==> config.mk <==
export PLATFORM = sky130hd
export DESIGN_NAME = lbwc_front
export DESIGN_NICKNAME = d
export VERILOG_FILES = /design/src/rtl/lbwc_pkg.sv /design/src/rtl/lbwc_front.sv
export SDC_FILE = /design/constraint.sdc
export NUM_CORES = 1
export LEC_CHECK = 0
export BUFFER_PORTS_ARGS = -buffer_cell sky130_fd_sc_hd__buf_2
export CELL_PAD_IN_SITES_DETAIL_PLACEMENT = 0
export CELL_PAD_IN_SITES_GLOBAL_PLACEMENT = 1
export CORE_UTILIZATION = 50
export DETAILED_ROUTE_END_ITERATION = 7
export PLACE_DENSITY = 0.82
export SLEW_MARGIN = 25
export SYNTH_ARGS = -nofsm -noshare
export SYNTH_HDL_FRONTEND = slang
export SYNTH_SLANG_ARGS = --single-unit
==> constraint.sdc <==
create_clock -name clk -period 2.6 [get_ports clk]
set_input_delay 0.52 -clock clk [delete_from_list [all_inputs] [get_ports clk]]
set_output_delay 0.52 -clock clk [all_outputs]
set_load 0.05 [all_outputs]
==> src/rtl/lbwc_pkg.sv <==
`default_nettype none
package lbwc_pkg;
    localparam int NUM_BUCKETS = 26;
    localparam int BUCKET_W = 5;
    localparam int SLOT_OUT_W = 6;
    localparam int COUNT_W = 32;
    localparam int STATUS_W = 3;
    localparam logic [7:0] CHAR_LA = 8'h61;
    localparam logic [7:0] CHAR_LZ = 8'h7a;
    localparam logic [7:0] CHAR_UA = 8'h41;
    localparam logic [7:0] CHAR_UZ = 8'h5a;

    typedef enum logic [STATUS_W-1:0] {
        ST_COUNTED   = 3'd0,
        ST_INSERTED  = 3'd1,
        ST_FOUND     = 3'd2,
        ST_NOT_FOUND = 3'd3,
        ST_BAD_LETTER = 3'd4,
        ST_BAD_LENGTH = 3'd5,
        ST_FULL      = 3'd6
    } status_t;

    typedef enum logic [2:0] {
        BK_IDLE,
        BK_LOOKUP,
        BK_CMP,
        BK_NEXT,
        BK_HIT,
        BK_INSERT,
        BK_DONE
    } bk_state_t;

    function automatic logic [7:0] fold_lower(input logic [7:0] c);
        logic [7:0] r;
        r = c;
        if (c >= CHAR_UA && c <= CHAR_UZ)
            r = c + 8'h20;
        return r;
    endfunction
endpackage
`default_nettype wire

==> src/rtl/lbwc_front.sv <==
`default_nettype none
// collects one word per entry of the queue; words go to a char memory by write pointer
module lbwc_front #(
    parameter int WORD_LEN = 32,
    parameter int LEN_W = 6,
    parameter int QD = 2,
    parameter int QP_W = 1
) (
    input  wire logic             clk,
    input  wire logic             rst_n,
    input  wire logic             in_valid,
    output logic                  in_ready,
    input  wire logic             cmd,
    input  wire logic [7:0]       character,
    input  wire logic             last_char,
    // word queue toward the back part
    output logic                  q_valid,
    input  wire logic             q_pop,
    output logic                  q_cmd,
    output logic [LEN_W-1:0]      q_len,
    output logic [7:0]            q_first,
    input  wire logic [$clog2(WORD_LEN)-1:0] rd_idx,
    output logic [7:0]            rd_char
);
    import lbwc_pkg::*;
    localparam int IDX_W = $clog2(WORD_LEN);

    logic [7:0] chars_mem [QD*(2**IDX_W)];
    logic [QP_W-1:0] wp_reg, wp_next, rp_reg, rp_next;
    logic [QP_W:0] cnt_reg, cnt_next;
    logic [LEN_W-1:0] len_reg, len_next;
    logic q_cmd_mem [QD];
    logic [LEN_W-1:0] q_len_mem [QD];
    logic [7:0] q_first_mem [QD];
    logic [7:0] first_reg, first_next;
    logic acc, push, store;
    logic [LEN_W-1:0] fin_len;

    assign in_ready = (cnt_reg != (QP_W+1)'(QD));
    assign acc = in_valid && in_ready;
    assign store = acc && (len_reg < LEN_W'(WORD_LEN-1));
    assign push = acc && last_char;
    assign fin_len = store ? len_reg + 1'b1 : len_reg;

    always_comb
    begin
        len_next = len_reg;
        first_next = first_reg;
        if (store)
        begin
            len_next = len_reg + 1'b1;
            if (len_reg == '0)
                first_next = character;
        end
        if (push)
            len_next = '0;
        wp_next = push ? ((wp_reg == QP_W'(QD-1)) ? '0 : wp_reg + 1'b1) : wp_reg;
        rp_next = q_pop ? ((rp_reg == QP_W'(QD-1)) ? '0 : rp_reg + 1'b1) : rp_reg;
        cnt_next = cnt_reg + (QP_W+1)'(push) - (QP_W+1)'(q_pop);
    end

    always_ff @(posedge clk or negedge rst_n)
    begin
        if (!rst_n)
        begin
            wp_reg <= '0;
            rp_reg <= '0;
            cnt_reg <= '0;
            len_reg <= '0;
        end
        else
        begin
            wp_reg <= wp_next;
            rp_reg <= rp_next;
            cnt_reg <= cnt_next;
            len_reg <= len_next;
        end
    end

    always_ff @(posedge clk)
    begin
        first_reg <= first_next;
        if (store)
            chars_mem[{wp_reg, len_reg[IDX_W-1:0]}] <= fold_lower(character);
        if (push)
        begin
            q_cmd_mem[wp_reg] <= cmd;
            q_len_mem[wp_reg] <= fin_len;
            q_first_mem[wp_reg] <= (len_reg == '0) ? character : first_reg;
        end
        rd_char <= chars_mem[{rp_reg, rd_idx}];
    end

    assign q_valid = (cnt_reg != '0);
    assign q_cmd = q_cmd_mem[rp_reg];
    assign q_len = q_len_mem[rp_reg];
    assign q_first = q_first_mem[rp_reg];
endmodule
`default_nettype wire

======== After elaboration in Yosys (flattened, before gate mapping) ========
Memories as Yosys holds them, arrays and structs flattened. A register that Yosys moved wholly into a read port is not among the register bits.
Index checks and enable logic that the tools add are counted.
word-level totals
  register bits ........................... 18
  latch bits .............................. 0
  memory bits (writable) .................. 542
  ROM bits ................................ 0
  input bits .............................. 19
  output and inout port bits .............. 25
  memories ................................ 4
memory list
  name         depth  width  read ports  clocked after Yosys merged registers in  wr ports  line              source
  chars_mem    64     8      1           1                                        1         lbwc_front.sv:28  logic [7:0] chars_mem [QD*(2**IDX_W)];
  q_first_mem  2      8      1           0                                        1         lbwc_front.sv:34  logic [7:0] q_first_mem [QD];
  q_len_mem    2      6      1           0                                        1         lbwc_front.sv:33  logic [LEN_W-1:0] q_len_mem [QD];
  q_cmd_mem    2      1      1           0                                        1         lbwc_front.sv:32  logic q_cmd_mem [QD];
cells by class
  add/subtract/negate cells ............... 6
  multiply operators ...................... 0
  divide/modulo/power cells ............... 0
  magnitude comparators ................... 3
  eq/ne operators ......................... 1
  shift operators ......................... 0
  multiplexer cells ....................... 11
  bitwise gates (word level) .............. 0
  reduce and logical (&&, ||, !) cells .... 6
operator list
  operator                                                                             count
  8-bit 2-to-1 mux                                                                     3
  6-bit 2-to-1 mux                                                                     2
  8-bit by 6-bit adder with 8-bit output, second input constant                        1
  8-bit by 7-bit greater-or-equal comparator with 1-bit output, second input constant  1
  8-bit by 7-bit <= comparator with 1-bit output, second input constant                1
  6-bit by 1-bit adder with 6-bit output, second input constant                        1
  6-bit zero test                                                                      1
  6-bit by 5-bit < comparator with 1-bit output, second input constant                 1
  1-bit 2-to-1 mux                                                                     6
  1-bit logical AND                                                                    4
  1-bit adder, second input constant                                                   2
  2-bit by 1-bit adder with 2-bit output                                               1
  2-bit inequality test, second input constant                                         1
  2-bit nonzero test                                                                   1
  2-bit by 1-bit subtractor with 2-bit output                                          1

======== Depth between registers and ports, before layout ========
  depth in word-level cells ............... 5
  mapped depth ............................ 9

======== Worst setup path before layout ========
No wires, ideal clock.
  path kind ............................... input port to flip-flop
  from .................................... in character[2]
  to ...................................... mem chars_mem[0][6], data pin
  library setup time ...................... 0.380 ns
  data arrival time ....................... 2.171 ns
  data required time ...................... 2.220 ns
  path slack .............................. 0.050 ns
  stages .................................. 3
  path buffers ............................ 0
  path through ............................ or4_1 o22ai_1 o41a_1
between the ends
  longest elaborated chain between the ends .. 4
  elaborated cells between the ends (all ways) .. 6
  classes of those cells .................. add/sub: 1; order compare: 2; mux: 2; reduce/logical: 1
ends and longest elaborated chain
  item                                                                                                                                   line              source
  start: declaration                                                                                                                     lbwc_front.sv:14  input wire logic [7:0] character,
  8-bit by 7-bit greater-or-equal comparator with 1-bit output / 8-bit by 7-bit <= comparator with 1-bit output (equally long branches)  lbwc_pkg.sv:36    if (c >= CHAR_UA && c <= CHAR_UZ)
  1-bit logical AND                                                                                                                      lbwc_pkg.sv:36
  8-bit 2-to-1 mux (*)                                                                                                                   lbwc_pkg.sv:36
  8-bit 2-to-1 mux (*)                                                                                                                   lbwc_front.sv:83  if (store)
  end: declaration                                                                                                                       lbwc_front.sv:28
Mark *: on every way between the ends. The rest lies on a longest branch, timed or not. The select of a mux whose other input is x is not followed.

======== Worst setup path in the final report ========
  from .................................... reg rp_reg
  to ...................................... out q_first[1]
between the ends
  longest elaborated chain between the ends .. 1
ends and longest elaborated chain
  item                      line              source
  start: declaration        lbwc_front.sv:29  logic [QP_W-1:0] wp_reg, wp_next, rp_reg, rp_next;
  start signal: assignment  lbwc_front.sv:74  rp_reg <= rp_next;
  memory 2 x 8 bit          -
  end: declaration          lbwc_front.sv:21  output logic [7:0] q_first,
No other way between the ends.

==> results.py <==
metrics = {
    "synthesis": {
        "yosys-top-cells-count": "550 x edfxtp_1, 126 x mux4_2, 78 x nor2_1",
        "async_flop_share": 0.0176,
        "synth_most_common_cell": "edfxtp_1",
        "synth_cells": 1057,
        "syn_avg_cell_area_sq_um": 20.9,
        "yosys.area.top_type": "edfxtp_1",
        "ys_ff_latch": 568,
        "synth-edff-count": 550,
        "synth.distinct_cells": 49,
        "synth_ff_type": "edfxtp_1",
        "synth_nets": 1081,
        "synth.area.top_cells": "edfxtp_1 75%, mux4_2 13%, nor2_1 1.3%",
        "syn_area_sq_um": 22100,
        "yosysWarnings": 0,
        "yosysSeqAreaShare": 0.767,
        "synth_top_area_share": 0.749,
    },
    "sta": {
        "fin_crit_sh": 0.926,
        "grt_setup_unrepaired": "no",
        "setup_viol": 0,
        "tns_ns": 0,
        "skew_ns": 0.0157,
        "fin_crit_ns": 2.41,
        "setup_slack_ns": 0.193,
        "drv_slew": 0,
        "worst_pin_slew_ns": 0.831,
        "max_freq_ghz": 0.415,
        "worst_hold_slack_ns": 0.103,
        "finalHoldViolCount": 0,
        "slew_headroom": 0.445,
    },
    "final_layout": {
        "layout-drive-gt1-share": 0.314,
        "synthToLayoutAreaGrowth_pct": 15.9,
        "largest_reg_flops": 512,
        "fin_nets": 1246,
        "final_util": 0.591,
        "antenna_cells": 0,
        "n_fill_cell": 3039,
    },
    "grt": {
        "antenna_found_initial": 1,
        "grt.total_usage": 0.223,
        "grt-ovfl-total": 0,
        "grt_pass1_vias": 11502,
        "grt_max_degree": 66,
        "grt_pass1_wl_mm": 72.2,
    },
    "drt": {
        "routed_via_density": 5.96,
        "drtPass1Iterations": 7,
        "drtIter0Drc": 1159,
        "wl_mm": 47.9,
        "postRouteAntennaNets": 0,
        "num_vias": 11006,
        "drcViolationCount": 0,
        "routedWlPerCell_um": 25.9,
    },
    "floorplan": {
        "dieArea_sq_um": 45000,
        "initial_core_util": 0.510,
        "ios": 44,
        "core_area_sq_um": 43300,
        "die_x_um": 212,
        "num_rows": 76,
        "die-height_um": 212,
    },
    "clock_network": {
        "cts_htree_levels": 2,
        "worstSkewPairLatency_ns": 0.61,
        "cts.clk_slew.worst_paths_ns": 0.06,
        "clock_sinks": 568,
        "cts_root_buf": "clkbuf_16",
        "cts-buffers-inserted": 55,
        "clock_path_buffers": 3,
        "cts_tree": "built",
    },
    "critical_path": {
        "critical-path-max-stage-delay_ns": 0.64,
        "path_delay_family": "flip-flops",
        "crit_buf_inv": 1,
        "arrival_ns": 1.89,
        "critPathLaunchType": "flop",
        "r2r_cells": 7,
        "end_kind": "output port",
        "crit_fanout": 17,
        "crit_path_top_delay_cell": "dfrtp_2",
        "path_class": "flop to output port",
        "worst_ep_required_time_ns": 2.08,
        "cp_cell_sequence": "mux2_2, buf_2",
        "cp.depth": 2,
    },
    "power": {
        "power.leakage_nw": 8.39,
        "power.density_nw_per_um2": 850,
        "power.total_mw": 21.7,
        "ir_drop_uv": 742,
    },
    "placed_design": {
        "io_buffers": 43,
        "gp_congestion": 0.816,
        "dp_slack_ns": -0.0189,
        "hpwlAfterDp_mm": 31.1,
    },
    "worst_hold_path": {
        "hold-path-cell-count": 2,
        "hold_path_class": "primary input to flop",
    },
    "outcome": {
        "status": "complete, no violations",
    },
    "job": {
        "maxCapViolations": 0,
    },
}
## cell type report
type                            instances  area [sq um]  share of cell area
Inverter                               11          41.3             0.00161
Clock buffer                           72          1510              0.0592
Timing Repair Buffer                  161          1250              0.0490
Tap cell                              585           732              0.0286
Clock inverter                         26           295              0.0115
Sequential cell                       568         16900               0.662
Multi-Input combinational cell        425          4810               0.188
## metrics by stage
step | std cells | area [sq um]
2_1_floorplan | 1057 | 22100
3_3_place_gp | 1749 | 23700
3_5_place_dp | 1749 | 23700
4_1_cts | 1848 | 25600
5_1_grt | 1848 | 25600
6_report | 1848 | 25600
## layout by cell type (no fill, tap or decap), types with 3 or more instances in the layout
master	n
nand3_1	20
buf_12	11
clkinv_1	10
ha_1	5
a22oi_1	16
nand3b_1	4
and2_1	7
o31ai_1	3
a211oi_1	8
clkbuf_16	57
nor2_1	78
o221ai_1	6
o21ai_0	4
inv_1	10
o22ai_1	9
dfxtp_1	8
mux2i_1	24
mux2_2	24
a22o_1	6
clkinv_2	8
dfrtp_1	9
clkbuf_1	12
nand2_1	24
a21oi_1	15
nor3_1	3
clkbuf_8	4
buf_2	41
edfxtp_1	550
or3b_2	3
nand2b_1	3
buf_4	107
xnor2_1	4
or2_2	3
bufinv_16	7
nor2b_1	7
mux4_2	126
## metal layers
layer	up-vias	wire (um)	global-route usage
li1	4692	-	-
met1	5739	19000	0.304
met2	482	24100	0.369
met3	93	3430	0.0325
met4	0	1400	0.0802
met5	-	0	0
## power by group
group	internal (mW)	switching (mW)
logic	0.989	1.93
clock network	4.75	3.23
registers	10.6	0.257
## worst paths after layout
path | startpoint | end | slack, ns
max | rp_reg | q_first[1] | 0.19
min | q_pop | rp_reg | 0.10
max reg2reg | len_reg[0] | chars_mem[29][6] | 0.35
min reg2reg | cnt_reg[1] | cnt_reg[1] | 0.49
max in group asynchronous | rst_n | rp_reg | 2.07
min in group asynchronous | rst_n | cnt_reg[0] | 0.31
## cell families (layout without fill, tap and decap cells)
logic type,count (synthesis),count (layout),share of synthesized area
adder cells (fa/ha/maj),5,5,0.00284
XOR/XNOR,5,5,0.00199
AO/OA/AOI/OAI,78,78,0.0251
flip-flops,568,568,0.767
buffers and inverters,64,270,0.0147
multiplexers,176,176,0.154
AND/OR/NAND/NOR,161,161,0.0337
## what timing repair did
action	CTS	global route
gates resized for setup	1	0
hold endpoints to repair	10	0
buffers inserted	0	0
setup endpoints to repair	15	0
hold buffers	1	0
Note: power is estimated with default switching activity, not from simulation.
